$ cat src/hdl/stepper_target_follower_assert.svh
`ifndef STEPPER_TARGET_FOLLOWER_ASSERT_SVH
`define STEPPER_TARGET_FOLLOWER_ASSERT_SVH

// Shared assertion forms; every user names its clock clk and its reset rst.

// Same-cycle implication.
`define STF_ASSERT_IMPLY(label, ante, cons) \
  label: assert property (@(posedge clk) disable iff (rst) (ante) |-> (cons)) \
    else $error("stf: same-cycle check failed");

// Next-cycle implication.
`define STF_ASSERT_NEXT(label, ante, cons) \
  label: assert property (@(posedge clk) disable iff (rst) (ante) |=> (cons)) \
    else $error("stf: next-cycle check failed");

`endif

$ cat src/hdl/stf_pkg.sv
`timescale 1ns / 1ps

package stf_pkg;

  // Field widths
  localparam int TARGET_W   = 24;
  localparam int STEPS_W    = 24;
  localparam int REM_W      = 17;
  localparam int CFG_W      = 16;
  localparam int OUT_DATA_W = 8;

  // Step count = (|diff| * steps_per_rev + carry) / (360 * 256).
  // 92160 = 2^11 * 45, so the divide is a shift and a divide by 45.
  localparam int TOTAL_W   = 41;
  localparam int DIV_SHIFT = 11;
  localparam int QUOT_W    = TOTAL_W - DIV_SHIFT;
  localparam int ODD_W     = 6;
  localparam logic [ODD_W-1:0] DIV_ODD   = 6'd45;
  localparam logic [REM_W-1:0] DEG_UNITS = 17'd92160;

  // Divide by 45 as a multiply by ceil(2^35 / 45) and a shift; the rounding
  // error stays below one for every 30-bit dividend
  localparam int RECIP_W     = 30;
  localparam int RECIP_SHIFT = 35;
  localparam logic [RECIP_W-1:0] RECIP_M = 30'd763549742;

  // Input operation codes
  localparam logic OP_TICK = 1'b1;

  // Configuration register indexes
  localparam int CFG_INDEX_W = 3;
  localparam logic [CFG_INDEX_W-1:0] REG_STEPS_PER_REV  = 3'd0;
  localparam logic [CFG_INDEX_W-1:0] REG_TOLERANCE      = 3'd1;
  localparam logic [CFG_INDEX_W-1:0] REG_HALF_PERIOD    = 3'd2;
  localparam logic [CFG_INDEX_W-1:0] REG_CARRY_FRACTION = 3'd3;
  localparam logic [CFG_INDEX_W-1:0] REG_STEP_IDLE_HIGH = 3'd4;

  // Configuration reset values
  localparam logic [CFG_W-1:0] RST_STEPS_PER_REV = 16'd2000;
  localparam logic [CFG_W-1:0] RST_TOLERANCE     = 16'd128;
  localparam logic [CFG_W-1:0] RST_HALF_PERIOD   = 16'd1200;

  // Classified input item
  typedef struct packed {
    logic                       tick;
    logic signed [TARGET_W-1:0] target;
  } item_t;

  // Line state returned for each item, step_out in the lowest bit
  typedef struct packed {
    logic arrived;
    logic busy_res;
    logic dir_out;
    logic step_out;
  } result_t;

endpackage

$ cat src/hdl/stepper_target_follower.sv
`timescale 1ns / 1ps
// Single-axis step/direction generator that follows a target angle.
// Input stream: s_tuser selects the item kind (1 = one-microsecond tick,
// 0 = latch s_tdata as the new signed target in 1/256 degree).
// Output stream: one transfer per input item carrying the line state
// after that item: step level, direction, busy and arrived.
// Configuration: cfg_index/cfg_data write a register whenever cfg_valid
// is high (cfg_ready is always high); write only while the block is idle.
// Path: an item passes through the input stage, the queue and the result
// register. A tick that starts a move holds the back end for the multiply
// and compare states; with a nonzero step count a reciprocal divide by 45
// (load, multiply, register) follows.
// Throughput: one item per cycle otherwise, while the receiver keeps m_tready high.
// Reset: control, axis and configuration state return to reset values,
// data registers do not reset. A stalled receiver holds the result; the
// queue then fills and s_tready drops once the queue and the input stage are full.

module stepper_target_follower #(
  parameter int QUEUE_DEPTH = 4
) (
  input  logic                             clk,
  input  logic                             rst,
  // Input stream
  input  logic                             s_tvalid,
  output logic                             s_tready,
  input  logic [stf_pkg::TARGET_W-1:0]     s_tdata,   // [23:0] target
  input  logic                             s_tuser,   // [0] operation
  // Output stream
  output logic                             m_tvalid,
  input  logic                             m_tready,
  output logic [stf_pkg::OUT_DATA_W-1:0]   m_tdata,   // [0] step_out, [1] dir_out,
                                                      // [2] busy_res, [3] arrived
  // Configuration writes
  input  logic                             cfg_valid,
  output logic                             cfg_ready,
  input  logic [stf_pkg::CFG_INDEX_W-1:0]  cfg_index,
  input  logic [stf_pkg::CFG_W-1:0]        cfg_data
);

  logic           q_push, q_full, q_pop, q_empty;
  stf_pkg::item_t push_item, pop_item;

  assign cfg_ready = 1'b1;

  stf_front u_front (
    .clk      (clk),
    .rst      (rst),
    .s_tvalid (s_tvalid),
    .s_tready (s_tready),
    .s_tdata  (s_tdata),
    .s_tuser  (s_tuser),
    .q_full   (q_full),
    .q_push   (q_push),
    .q_item   (push_item)
  );

  stf_fifo #(
    .DEPTH (QUEUE_DEPTH)
  ) u_fifo (
    .clk       (clk),
    .rst       (rst),
    .push      (q_push),
    .push_item (push_item),
    .full      (q_full),
    .pop       (q_pop),
    .empty     (q_empty),
    .pop_item  (pop_item)
  );

  stf_back u_back (
    .clk       (clk),
    .rst       (rst),
    .cfg_valid (cfg_valid),
    .cfg_index (cfg_index),
    .cfg_data  (cfg_data),
    .q_empty   (q_empty),
    .q_item    (pop_item),
    .q_pop     (q_pop),
    .m_tvalid  (m_tvalid),
    .m_tready  (m_tready),
    .m_tdata   (m_tdata)
  );

endmodule

$ cat src/hdl/stf_front.sv
`timescale 1ns / 1ps

module stf_front (
  input  logic                          clk,
  input  logic                          rst,
  input  logic                          s_tvalid,
  output logic                          s_tready,
  input  logic [stf_pkg::TARGET_W-1:0]  s_tdata,
  input  logic                          s_tuser,
  input  logic                          q_full,
  output logic                          q_push,
  output stf_pkg::item_t                q_item
);

  logic           held;
  stf_pkg::item_t item;
  logic           accept;

  // Take a new item whenever the stage is empty or drains this cycle
  assign s_tready = !held || !q_full;
  assign accept   = s_tvalid && s_tready;
  assign q_push   = held;
  assign q_item   = item;

  // Hold one classified item until the queue has room
  always_ff @(posedge clk) begin
    if (rst) begin
      held <= 1'b0;
    end else if (accept) begin
      held <= 1'b1;
    end else if (!q_full) begin
      held <= 1'b0;
    end
    if (accept) begin
      item.tick   <= (s_tuser == stf_pkg::OP_TICK);
      item.target <= signed'(s_tdata);
    end
  end

endmodule

$ cat src/hdl/stf_fifo.sv
`timescale 1ns / 1ps
`include "stepper_target_follower_assert.svh"

module stf_fifo #(
  parameter int DEPTH = 4
) (
  input  logic           clk,
  input  logic           rst,
  input  logic           push,
  input  stf_pkg::item_t push_item,
  output logic           full,
  input  logic           pop,
  output logic           empty,
  output stf_pkg::item_t pop_item
);

  localparam int PTR_W = (DEPTH > 1) ? $clog2(DEPTH) : 1;
  localparam int CNT_W = $clog2(DEPTH + 1);

  stf_pkg::item_t   slots [DEPTH];
  logic [PTR_W-1:0] wr_ptr, wr_ptr_next;
  logic [PTR_W-1:0] rd_ptr, rd_ptr_next;
  logic [CNT_W-1:0] count, count_next;
  logic             do_push, do_pop;

  assign full     = (count == CNT_W'(DEPTH));
  assign empty    = (count == '0);
  assign do_push  = push && !full;
  assign do_pop   = pop && !empty;
  assign pop_item = slots[rd_ptr];

  // Advance pointers with wrap at the queue depth
  always_comb begin
    wr_ptr_next = wr_ptr;
    rd_ptr_next = rd_ptr;
    if (do_push) begin
      wr_ptr_next = (wr_ptr == PTR_W'(DEPTH - 1)) ? '0 : wr_ptr + PTR_W'(1);
    end
    if (do_pop) begin
      rd_ptr_next = (rd_ptr == PTR_W'(DEPTH - 1)) ? '0 : rd_ptr + PTR_W'(1);
    end
    case ({do_push, do_pop})
      2'b10:   count_next = count + CNT_W'(1);
      2'b01:   count_next = count - CNT_W'(1);
      default: count_next = count;
    endcase
  end

  always_ff @(posedge clk) begin
    if (rst) begin
      wr_ptr <= '0;
      rd_ptr <= '0;
      count  <= '0;
    end else begin
      wr_ptr <= wr_ptr_next;
      rd_ptr <= rd_ptr_next;
      count  <= count_next;
    end
    if (do_push) begin
      slots[wr_ptr] <= push_item;
    end
  end

  `STF_ASSERT_IMPLY(a_empty_pointers_meet, count == '0, wr_ptr == rd_ptr)

endmodule

$ cat src/hdl/stf_div.sv
`timescale 1ns / 1ps
`include "stepper_target_follower_assert.svh"

module stf_div (
  input  logic                         clk,
  input  logic                         rst,
  input  logic                         start,
  input  logic [stf_pkg::TOTAL_W-1:0]  dividend,
  output logic                         busy,
  output logic                         done,
  output logic [stf_pkg::STEPS_W-1:0]  quotient,
  output logic [stf_pkg::REM_W-1:0]    remainder
);

  localparam int PROD_W = stf_pkg::QUOT_W + stf_pkg::RECIP_W;
  localparam int QW     = PROD_W - stf_pkg::RECIP_SHIFT;

  logic [stf_pkg::QUOT_W-1:0]    upper;
  logic [stf_pkg::DIV_SHIFT-1:0] low;
  logic [PROD_W-1:0]             prod;
  logic                          second;
  logic [QW-1:0]                 quot_now;
  logic [stf_pkg::QUOT_W-1:0]    back_mul;
  logic [stf_pkg::QUOT_W-1:0]    rest;
  logic [stf_pkg::STEPS_W-1:0]   quot_q;
  logic [stf_pkg::ODD_W-1:0]     rem_q;

  // Quotient from the reciprocal product; the remainder is what it leaves
  always_comb begin
    quot_now = prod[PROD_W-1:stf_pkg::RECIP_SHIFT];
    back_mul = stf_pkg::QUOT_W'(quot_now) * stf_pkg::QUOT_W'(stf_pkg::DIV_ODD);
    rest     = upper - back_mul;
  end

  // Load, multiply, then register quotient and remainder and raise done
  always_ff @(posedge clk) begin
    if (rst) begin
      busy   <= 1'b0;
      done   <= 1'b0;
      second <= 1'b0;
    end else begin
      done <= 1'b0;
      if (start) begin
        busy   <= 1'b1;
        second <= 1'b0;
      end else if (busy) begin
        if (second) begin
          busy   <= 1'b0;
          done   <= 1'b1;
          second <= 1'b0;
        end else begin
          second <= 1'b1;
        end
      end
    end
    if (start) begin
      upper <= dividend[stf_pkg::TOTAL_W-1:stf_pkg::DIV_SHIFT];
      low   <= dividend[stf_pkg::DIV_SHIFT-1:0];
    end else if (busy && !second) begin
      prod <= upper * stf_pkg::RECIP_M;
    end else if (busy && second) begin
      quot_q <= quot_now[stf_pkg::STEPS_W-1:0];
      rem_q  <= rest[stf_pkg::ODD_W-1:0];
    end
  end

  assign quotient  = quot_q;
  assign remainder = {rem_q, low};

  `STF_ASSERT_IMPLY(a_no_restart_while_busy, start, !busy)

endmodule

$ cat src/hdl/stf_back.sv
`timescale 1ns / 1ps
`include "stepper_target_follower_assert.svh"

module stf_back (
  input  logic                             clk,
  input  logic                             rst,
  input  logic                             cfg_valid,
  input  logic [stf_pkg::CFG_INDEX_W-1:0]  cfg_index,
  input  logic [stf_pkg::CFG_W-1:0]        cfg_data,
  input  logic                             q_empty,
  input  stf_pkg::item_t                   q_item,
  output logic                             q_pop,
  output logic                             m_tvalid,
  input  logic                             m_tready,
  output logic [stf_pkg::OUT_DATA_W-1:0]   m_tdata
);

  typedef enum logic [1:0] {ST_RUN, ST_MUL, ST_CHK, ST_DIV} state_t;

  localparam int TW = stf_pkg::TARGET_W;
  localparam int SW = stf_pkg::STEPS_W;
  localparam int RW = stf_pkg::REM_W;
  localparam int CW = stf_pkg::CFG_W;
  localparam int PW = TW + CW;

  state_t state, state_next;

  // Configuration
  logic [CW-1:0] steps_per_rev, steps_per_rev_next;
  logic [CW-1:0] tolerance, tolerance_next;
  logic [CW-1:0] half_period, half_period_next;
  logic          carry_fraction, carry_fraction_next;
  logic          step_idle_high, step_idle_high_next;

  // Axis state
  logic signed [TW-1:0] position, position_next;
  logic signed [TW-1:0] pending_target, pending_target_next;
  logic signed [TW-1:0] move_target, move_target_next;
  logic [SW-1:0]        steps_left, steps_left_next;
  logic [CW-1:0]        half_count, half_count_next;
  logic                 pulse_phase, pulse_phase_next;
  logic [RW-1:0]        step_remainder, step_remainder_next;
  logic                 direction, direction_next;
  logic                 moving, moving_next;

  // Move set-up payload
  logic [TW-1:0] mag, mag_next;
  logic [PW-1:0] product, product_next;

  // Result register
  logic              out_valid, out_valid_next;
  stf_pkg::result_t  out_res, out_res_next;
  stf_pkg::result_t  res;

  // Working signals
  logic                          ready_out, take, load_out, arr;
  logic signed [TW:0]            diff;
  logic [TW:0]                   diff_abs;
  logic [TW-1:0]                 mag_now;
  logic [CW-1:0]                 hp;
  logic [CW:0]                   half_inc;
  logic [RW-1:0]                 carry;
  logic [stf_pkg::TOTAL_W-1:0]   total;
  logic                          zero_steps;
  logic [SW-1:0]                 steps_dec;

  // Divider
  logic          div_start, div_busy, div_done;
  logic [SW-1:0] div_quot;
  logic [RW-1:0] div_rem;

  stf_div u_div (
    .clk       (clk),
    .rst       (rst),
    .start     (div_start),
    .dividend  (total),
    .busy      (div_busy),
    .done      (div_done),
    .quotient  (div_quot),
    .remainder (div_rem)
  );

  assign ready_out = !out_valid || m_tready;
  assign take      = (state == ST_RUN) && !q_empty && ready_out;
  assign q_pop     = take;
  assign m_tvalid  = out_valid;
  assign m_tdata   = stf_pkg::OUT_DATA_W'(out_res);

  // Distance to the pending target and the step-count numerator
  always_comb begin
    diff       = {pending_target[TW-1], pending_target} - {position[TW-1], position};
    diff_abs   = diff[TW] ? -diff : diff;
    mag_now    = diff_abs[TW-1:0];
    hp         = (half_period == '0) ? CW'(1) : half_period;
    half_inc   = {1'b0, half_count} + (CW + 1)'(1);
    carry      = carry_fraction ? step_remainder : '0;
    total      = {1'b0, product} + stf_pkg::TOTAL_W'(carry);
    zero_steps = (total < stf_pkg::TOTAL_W'(stf_pkg::DEG_UNITS));
    steps_dec  = (steps_left != '0) ? steps_left - SW'(1) : steps_left;
  end

  // Next state
  always_comb begin
    state_next          = state;
    steps_per_rev_next  = steps_per_rev;
    tolerance_next      = tolerance;
    half_period_next    = half_period;
    carry_fraction_next = carry_fraction;
    step_idle_high_next = step_idle_high;
    position_next       = position;
    pending_target_next = pending_target;
    move_target_next    = move_target;
    steps_left_next     = steps_left;
    half_count_next     = half_count;
    pulse_phase_next    = pulse_phase;
    step_remainder_next = step_remainder;
    direction_next      = direction;
    moving_next         = moving;
    mag_next            = mag;
    product_next        = product;
    load_out            = 1'b0;
    arr                 = 1'b0;
    div_start           = 1'b0;

    // Register writes
    if (cfg_valid) begin
      case (cfg_index)
        stf_pkg::REG_STEPS_PER_REV:  steps_per_rev_next  = cfg_data;
        stf_pkg::REG_TOLERANCE:      tolerance_next      = cfg_data;
        stf_pkg::REG_HALF_PERIOD:    half_period_next    = cfg_data;
        stf_pkg::REG_CARRY_FRACTION: carry_fraction_next = cfg_data[0];
        stf_pkg::REG_STEP_IDLE_HIGH: step_idle_high_next = cfg_data[0];
        default: ;
      endcase
    end

    case (state)
      ST_RUN: begin
        if (take) begin
          if (!q_item.tick) begin
            // Latch the target for the next move
            pending_target_next = q_item.target;
            load_out            = 1'b1;
          end else if (moving) begin
            // Advance the pulse train by one tick
            load_out = 1'b1;
            if (half_inc < {1'b0, hp}) begin
              half_count_next = half_inc[CW-1:0];
            end else begin
              half_count_next = '0;
              if (pulse_phase) begin
                pulse_phase_next = 1'b0;
              end else begin
                steps_left_next = steps_dec;
                if (steps_dec == '0) begin
                  moving_next   = 1'b0;
                  position_next = move_target;
                  arr           = 1'b1;
                end else begin
                  pulse_phase_next = 1'b1;
                end
              end
            end
          end else if (mag_now <= TW'(tolerance)) begin
            // Inside the deadband: nothing to do
            load_out = 1'b1;
          end else begin
            direction_next   = !diff[TW];
            move_target_next = pending_target;
            mag_next         = mag_now;
            state_next       = ST_MUL;
          end
        end
      end
      ST_MUL: begin
        product_next = mag * steps_per_rev;
        state_next   = ST_CHK;
      end
      ST_CHK: begin
        if (zero_steps) begin
          // Less than one step: arrive at once
          if (carry_fraction) begin
            step_remainder_next = total[RW-1:0];
          end
          position_next = move_target;
          arr           = 1'b1;
          load_out      = 1'b1;
          state_next    = ST_RUN;
        end else begin
          div_start  = 1'b1;
          state_next = ST_DIV;
        end
      end
      ST_DIV: begin
        if (div_done) begin
          steps_left_next = div_quot;
          if (carry_fraction) begin
            step_remainder_next = div_rem;
          end
          half_count_next  = '0;
          pulse_phase_next = 1'b1;
          moving_next      = 1'b1;
          load_out         = 1'b1;
          state_next       = ST_RUN;
        end
      end
      default: state_next = ST_RUN;
    endcase

    res.step_out = step_idle_high ^ pulse_phase_next;
    res.dir_out  = direction_next;
    res.busy_res = moving_next;
    res.arrived  = arr;

    // Output register: load a result or drop the one taken
    if (load_out) begin
      out_valid_next = 1'b1;
      out_res_next   = res;
    end else begin
      out_valid_next = out_valid && !m_tready;
      out_res_next   = out_res;
    end
  end

  always_ff @(posedge clk) begin
    if (rst) begin
      state          <= ST_RUN;
      steps_per_rev  <= stf_pkg::RST_STEPS_PER_REV;
      tolerance      <= stf_pkg::RST_TOLERANCE;
      half_period    <= stf_pkg::RST_HALF_PERIOD;
      carry_fraction <= 1'b0;
      step_idle_high <= 1'b1;
      position       <= '0;
      pending_target <= '0;
      move_target    <= '0;
      steps_left     <= '0;
      half_count     <= '0;
      pulse_phase    <= 1'b0;
      step_remainder <= '0;
      direction      <= 1'b0;
      moving         <= 1'b0;
      out_valid      <= 1'b0;
    end else begin
      state          <= state_next;
      steps_per_rev  <= steps_per_rev_next;
      tolerance      <= tolerance_next;
      half_period    <= half_period_next;
      carry_fraction <= carry_fraction_next;
      step_idle_high <= step_idle_high_next;
      position       <= position_next;
      pending_target <= pending_target_next;
      move_target    <= move_target_next;
      steps_left     <= steps_left_next;
      half_count     <= half_count_next;
      pulse_phase    <= pulse_phase_next;
      step_remainder <= step_remainder_next;
      direction      <= direction_next;
      moving         <= moving_next;
      out_valid      <= out_valid_next;
    end
    mag     <= mag_next;
    product <= product_next;
    out_res <= out_res_next;
  end

  `STF_ASSERT_IMPLY(a_moving_has_steps, moving, steps_left != '0)
  `STF_ASSERT_IMPLY(a_setup_keeps_output_free, state != ST_RUN, !out_valid)
  `STF_ASSERT_IMPLY(a_arrival_not_busy, out_valid && out_res.arrived, !out_res.busy_res)
  `STF_ASSERT_NEXT(a_divide_starts_move, div_done, (state == ST_RUN) && moving && !div_busy)

endmodule

$ cat config.mk
export PLATFORM = sky130hd
export DESIGN_NAME = stepper_target_follower
export DESIGN_NICKNAME = d
export VERILOG_FILES = /design/src/hdl/stf_pkg.sv /design/src/hdl/stepper_target_follower.sv /design/src/hdl/stf_front.sv /design/src/hdl/stf_fifo.sv /design/src/hdl/stf_div.sv /design/src/hdl/stf_back.sv
export VERILOG_INCLUDE_DIRS = /design/src /design/src/hdl
export SDC_FILE = /design/constraint.sdc
export NUM_CORES = 2
export LEC_CHECK = 0
export BUFFER_PORTS_ARGS = -buffer_cell sky130_fd_sc_hd__buf_2
export CAP_MARGIN = 10
export CELL_PAD_IN_SITES_DETAIL_PLACEMENT = 0
export CELL_PAD_IN_SITES_GLOBAL_PLACEMENT = 1
export CORE_MARGIN = 2
export CORE_UTILIZATION = 52
export DETAILED_ROUTE_END_ITERATION = 10
export GPL_TIMING_DRIVEN = 0
export PLACE_DENSITY = 0.79
export SLEW_MARGIN = 5
export SYNTH_ARGS = -nofsm -noshare
export SYNTH_HDL_FRONTEND = slang
export SYNTH_SLANG_ARGS = --single-unit
export TNS_END_PERCENT = 50
$ cat constraint.sdc
create_clock -name clk -period 8.9 [get_ports clk]
set_input_delay 1.335 -clock clk [delete_from_list [all_inputs] [get_ports clk]]
set_output_delay 1.335 -clock clk [all_outputs]
set_load 0.02 [all_outputs]
==> results.md <==
- In this run the tool buffered the top-level ports with 53 buffer cells.
- The share of post-route cells with drive strength above 1 is 0.04615.
- Summing all flip-flop and latch instances after layout gives 12,610 µm².
- The run finished with clean final reports.
- Measured against the total synthesized area, the mux share comes to 0.02988.
- The largest single stage delay on the critical path is approximately 0.56 ns.
- The worst-case setup margin in the final layout is slightly below 0.5 ns.
- The H-tree was split into 2 levels.
- The most numerous cell type found on the critical path is sky130_fd_sc_hd__fa_1.
- The maximum number of pins on one net before global-route repair is 50.
- The number of global-route vias before repair was about 35,000.
- The die covers about 96,000 µm².
- The global placer's final weighted congestion is 0.9472.
- Setup repair after global routing could not meet its margin everywhere.
- The critical path start-end classification is reg2reg.
- On the final layout, the worst clock skew is roughly 0.026 ns.
- The commonest cells after synthesis are sky130_fd_sc_hd__inv_1 (1,000), sky130_fd_sc_hd__fa_1 (612), sky130_fd_sc_hd__ha_1 (535).
- The final-report hold violation count is 0.
- The class of the tightest hold or removal check is reg2reg.
- Sorting the synthesized cells by area gives the leading types as sky130_fd_sc_hd__fa_1 (25%), sky130_fd_sc_hd__edfxtp_1 (18%), sky130_fd_sc_hd__ha_1 (14%).
- The floorplan step set the die width to roughly 310 µm.
- The initial detailed-routing violation count is ~2,100.
- The die is about 310 µm tall.
- Timing analysis after detailed placement gives a worst setup slack of 0.3151 ns.
- The sort of element at the end of the critical path is a flip-flop.
- The achievable clock frequency is 0.1189 GHz.
- The clock latency on the worst-skew pair is 0.63 ns.
- Once layout is complete, the cells apart from fillers number 6,304.
- Clock-pin slew was measured on the worst setup and hold paths at around 0.060 ns.
- Max-cap violations in this run came to 0.
- For this run, the number of Yosys warnings is 0.
- Compared with the post-synthesis result, the final layout area differs by 7.548%.
- The global-route usage over all layers is 0.2641.
- The total DRC errors in the routed layout is 0.
- Summing every instance area after synthesis gives ~49,000 µm².
- Of the post-synthesis cell area, the dominant cell type holds 0.2520.
- The portion of the clock cycle consumed by the worst path in the final layout is 0.9451.
- Of the total synthesized cell area, the portion taken by XOR and XNOR cells is 0.02880.
- The count of flip-flops with a built-in enable after synthesis is between 200 and 300.
- The share of the synthesized area in compound gates (AO/OA/AOI/OAI) was 0.08570.
- 60 I/O pins were placed.
- The vias per cell is ~5.4.
- The largest area contributor in the synthesized netlist is sky130_fd_sc_hd__fa_1.
- The maximum clock insertion buffer count is 3.
- Counting the fill cells in the layout gives approximately 8,400.
- The share of synthesized cell area in and, or, nand and nor gates is 0.1152.
- In the final layout, the multi-input gates occupy between 30,000 and 40,000 µm².
- The clock tree root buffer cell is sky130_fd_sc_hd__clkbuf_16.
- The global-route wire length before repair is approximately 200,000 µm.
- The number of CTS-inserted buffers is 51.
- The proportion of synthesized flip-flops having asynchronous set or reset is 0.
- The final layout contains routed wiring with a total length of between 100,000 and 150,000 µm.
- The routed layout has about 34,000 vias.
- The slowest stage of the critical path belongs to the cell sky130_fd_sc_hd__fa_1.
- The worst pin sits at a relative slew slack of 0.2190.
- The buffer count from post-CTS setup fixing is 0.
- In this run the mean area of a mapped cell was 9.938 µm².
- Synthesis instantiated 88 different standard cells from the library.
- At the worst endpoint, the required time is 9.24 ns.
- In the synthesized netlist, the number of instances is 4,892.
- The flip-flop and latch count after synthesis is about 490.
- For this design, the CTS-stage hold fixing added 0 buffers.
- The worst path needs approximately 8.4 ns of the cycle, external delays included.
- The detail route stage leaves a number of antenna-violating nets equal to 0.
- Along the worst path, the maximum fanout reaches 10.
- In the synthesized netlist the dominant register cell turns out to be sky130_fd_sc_hd__edfxtp_1.
- The most used standard cell by instance count after synthesis is sky130_fd_sc_hd__inv_1.
- The layout net count is roughly 6,200.
- The launching element type of the critical path is a flip-flop.
- By area, the combinational part of the netlist is dominated by adder cells.
- In the final timing run, aggregate negative setup slack is 0 ns.
- The endpoint arrival time on the critical path is 8.75 ns.
- Of the total synthesized cell area, the portion taken by full adders, half adders and majority gates is 0.3897.
- After floorplanning, the core was divided into around 110 placement rows.
- The initial antenna violation count was 3.
- The first-pass iteration count of the detailed router is 7.
- The actual slew at the worst max-slew pin is 1.157 ns.
- For this run, the register share of the synthesized area comes to 0.2594.
- TritonCTS built the clock tree.
- The wire-length estimate of the detail-placed layout is 101,500 µm.
- The final max-slew violation count is 0.
- The routed wirelength normalized by instance count is roughly 20 µm.
- The post-placement cell count is just over 6,000.
- The core region is 93,050 µm².
- The TritonCTS sink count is between 400 and 500.
- The number of endpoints failing setup at the final stage is 0.
- The effective utilization at floorplan is 0.5225.
- Summed over all layers, the global routing overflow is 0.
repair_timing:
item                                    CTS  global route
endpoints found under the setup margin    0             4
gates resized for setup                   0             4
endpoints found under the hold margin     0             0
cell families (layout without fill, tap and decap cells):
group / after synthesis / count (layout)
simple gates: 1187 / 1187
compound gates: 631 / 631
fa+ha+maj: 1147 / 1147
flops: 486 / 486
other cells: 2 / 6
buf+inv: 1168 / 1322
mux: 112 / 112
xor+xnor: 159 / 159
registers in the layout, indices dropped and copies added, names as in the netlist, 4 cells and up, named ones only:
signal	flops
u_front.q_item	25
u_back.u_div.prod	24
u_back.steps_left	24
u_fifo.slots	100
u_back.steps_per_rev	16
u_back.half_period	16
u_back.mag	24
u_back.u_div.low	11
u_back.move_target	24
u_back.pending_target	24
u_back.step_remainder	17
u_back.half_count	16
u_back.tolerance	16
u_back.m_tdata	4
u_back.position	24
u_back.u_div.upper	30
u_back.product	40
u_back.u_div.rem_q	6
u_back.u_div.quotient	24
area by class of cell:
class                           count  share of cell area
Sequential cell                   486              0.2412
Multi-Input combinational cell   3241              0.6048
Antenna cell                        1          0.00004786
Tap cell                         1254             0.03001
Clock buffer                       60             0.02563
Buffer                            166             0.01287
Timing Repair Buffer               58            0.006413
Inverter                         1002             0.07198
Clock inverter                     36            0.007083
worst max-delay path, delay by kind of cell, from the launching register on:
family,cells,cell delay (ns)
AOI/OAI and AO/OA,11,2.55
adders and majority gates,7,3.41
buffers and inverters,6,1.41
DFF,1,0.31
xor gates and xnor gates,1,0.28
and+or+nand+nor,1,0.14
placed cells by master, fill, tap and decap left out, types with 17 or more instances in the layout:
master and n:
sky130_fd_sc_hd__and2_1 175, sky130_fd_sc_hd__o21ai_0 119, sky130_fd_sc_hd__buf_2 63, sky130_fd_sc_hd__nand2_1 491, sky130_fd_sc_hd__dfxtp_1 198, sky130_fd_sc_hd__edfxtp_1 288, sky130_fd_sc_hd__nand4_1 26, sky130_fd_sc_hd__clkbuf_16 51
sky130_fd_sc_hd__nor3_1 50, sky130_fd_sc_hd__o21a_1 25, sky130_fd_sc_hd__nor2_1 219, sky130_fd_sc_hd__clkbuf_1 147, sky130_fd_sc_hd__xnor2_1 118, sky130_fd_sc_hd__nor2b_1 25, sky130_fd_sc_hd__fa_1 612, sky130_fd_sc_hd__a22oi_1 34
sky130_fd_sc_hd__ha_1 534, sky130_fd_sc_hd__a31oi_1 17, sky130_fd_sc_hd__a21oi_1 171, sky130_fd_sc_hd__a211oi_1 17, sky130_fd_sc_hd__mux2i_1 72, sky130_fd_sc_hd__inv_1 1000, sky130_fd_sc_hd__xor2_1 40, sky130_fd_sc_hd__o31ai_1 19
sky130_fd_sc_hd__nand2b_1 24, sky130_fd_sc_hd__nor4_1 20, sky130_fd_sc_hd__and3_1 26, sky130_fd_sc_hd__a21o_1 81, sky130_fd_sc_hd__nand3_1 57, sky130_fd_sc_hd__mux4_2 25
layer usage:
layer	GRT usage	vias to the layer above	wire, µm	part of all wire
met5	0	-	0	0
met4	0.09021	0	4526	0.037
met3	0.03757	196	6326	0.052
met2	0.4509	810	59100	0.48
met1	0.3451	16883	52540	0.43
li1	-	16079	-	-
path summary, 6_finish.rpt:
kind                                                           start                             endpoint  slack, ns  cells after the start
worst min-delay path                 u_back.u_div.prod[48]$_DFFE_PP_  u_back.u_div.quotient[13]$_DFFE_PP_       0.42                      0
worst max-delay path            u_back.steps_per_rev[5]$_SDFFE_PP0P_         u_back.product[37]$_DFFE_PN_       0.49                     26
worst max register to register  u_back.steps_per_rev[5]$_SDFFE_PP0P_         u_back.product[37]$_DFFE_PN_       0.49                     26
worst min register to register       u_back.u_div.prod[48]$_DFFE_PP_  u_back.u_div.quotient[13]$_DFFE_PP_       0.42                      0
stage by stage:
stage	utilization	hold slack [ns]	cell area [µm²]
after floorplan	-	0.4003	48630
after global placement	0.5423	0.4044	50460
after detailed placement	0.5434	0.4045	50560
after CTS	0.5618	0.4201	52270
after global routing	0.5619	0.4208	52290
final	0.5619	0.4190	52290
Power is left out: the tool's default activity adds up to more than one toggle a clock period on the data nets, which glitch-free logic cannot reach.
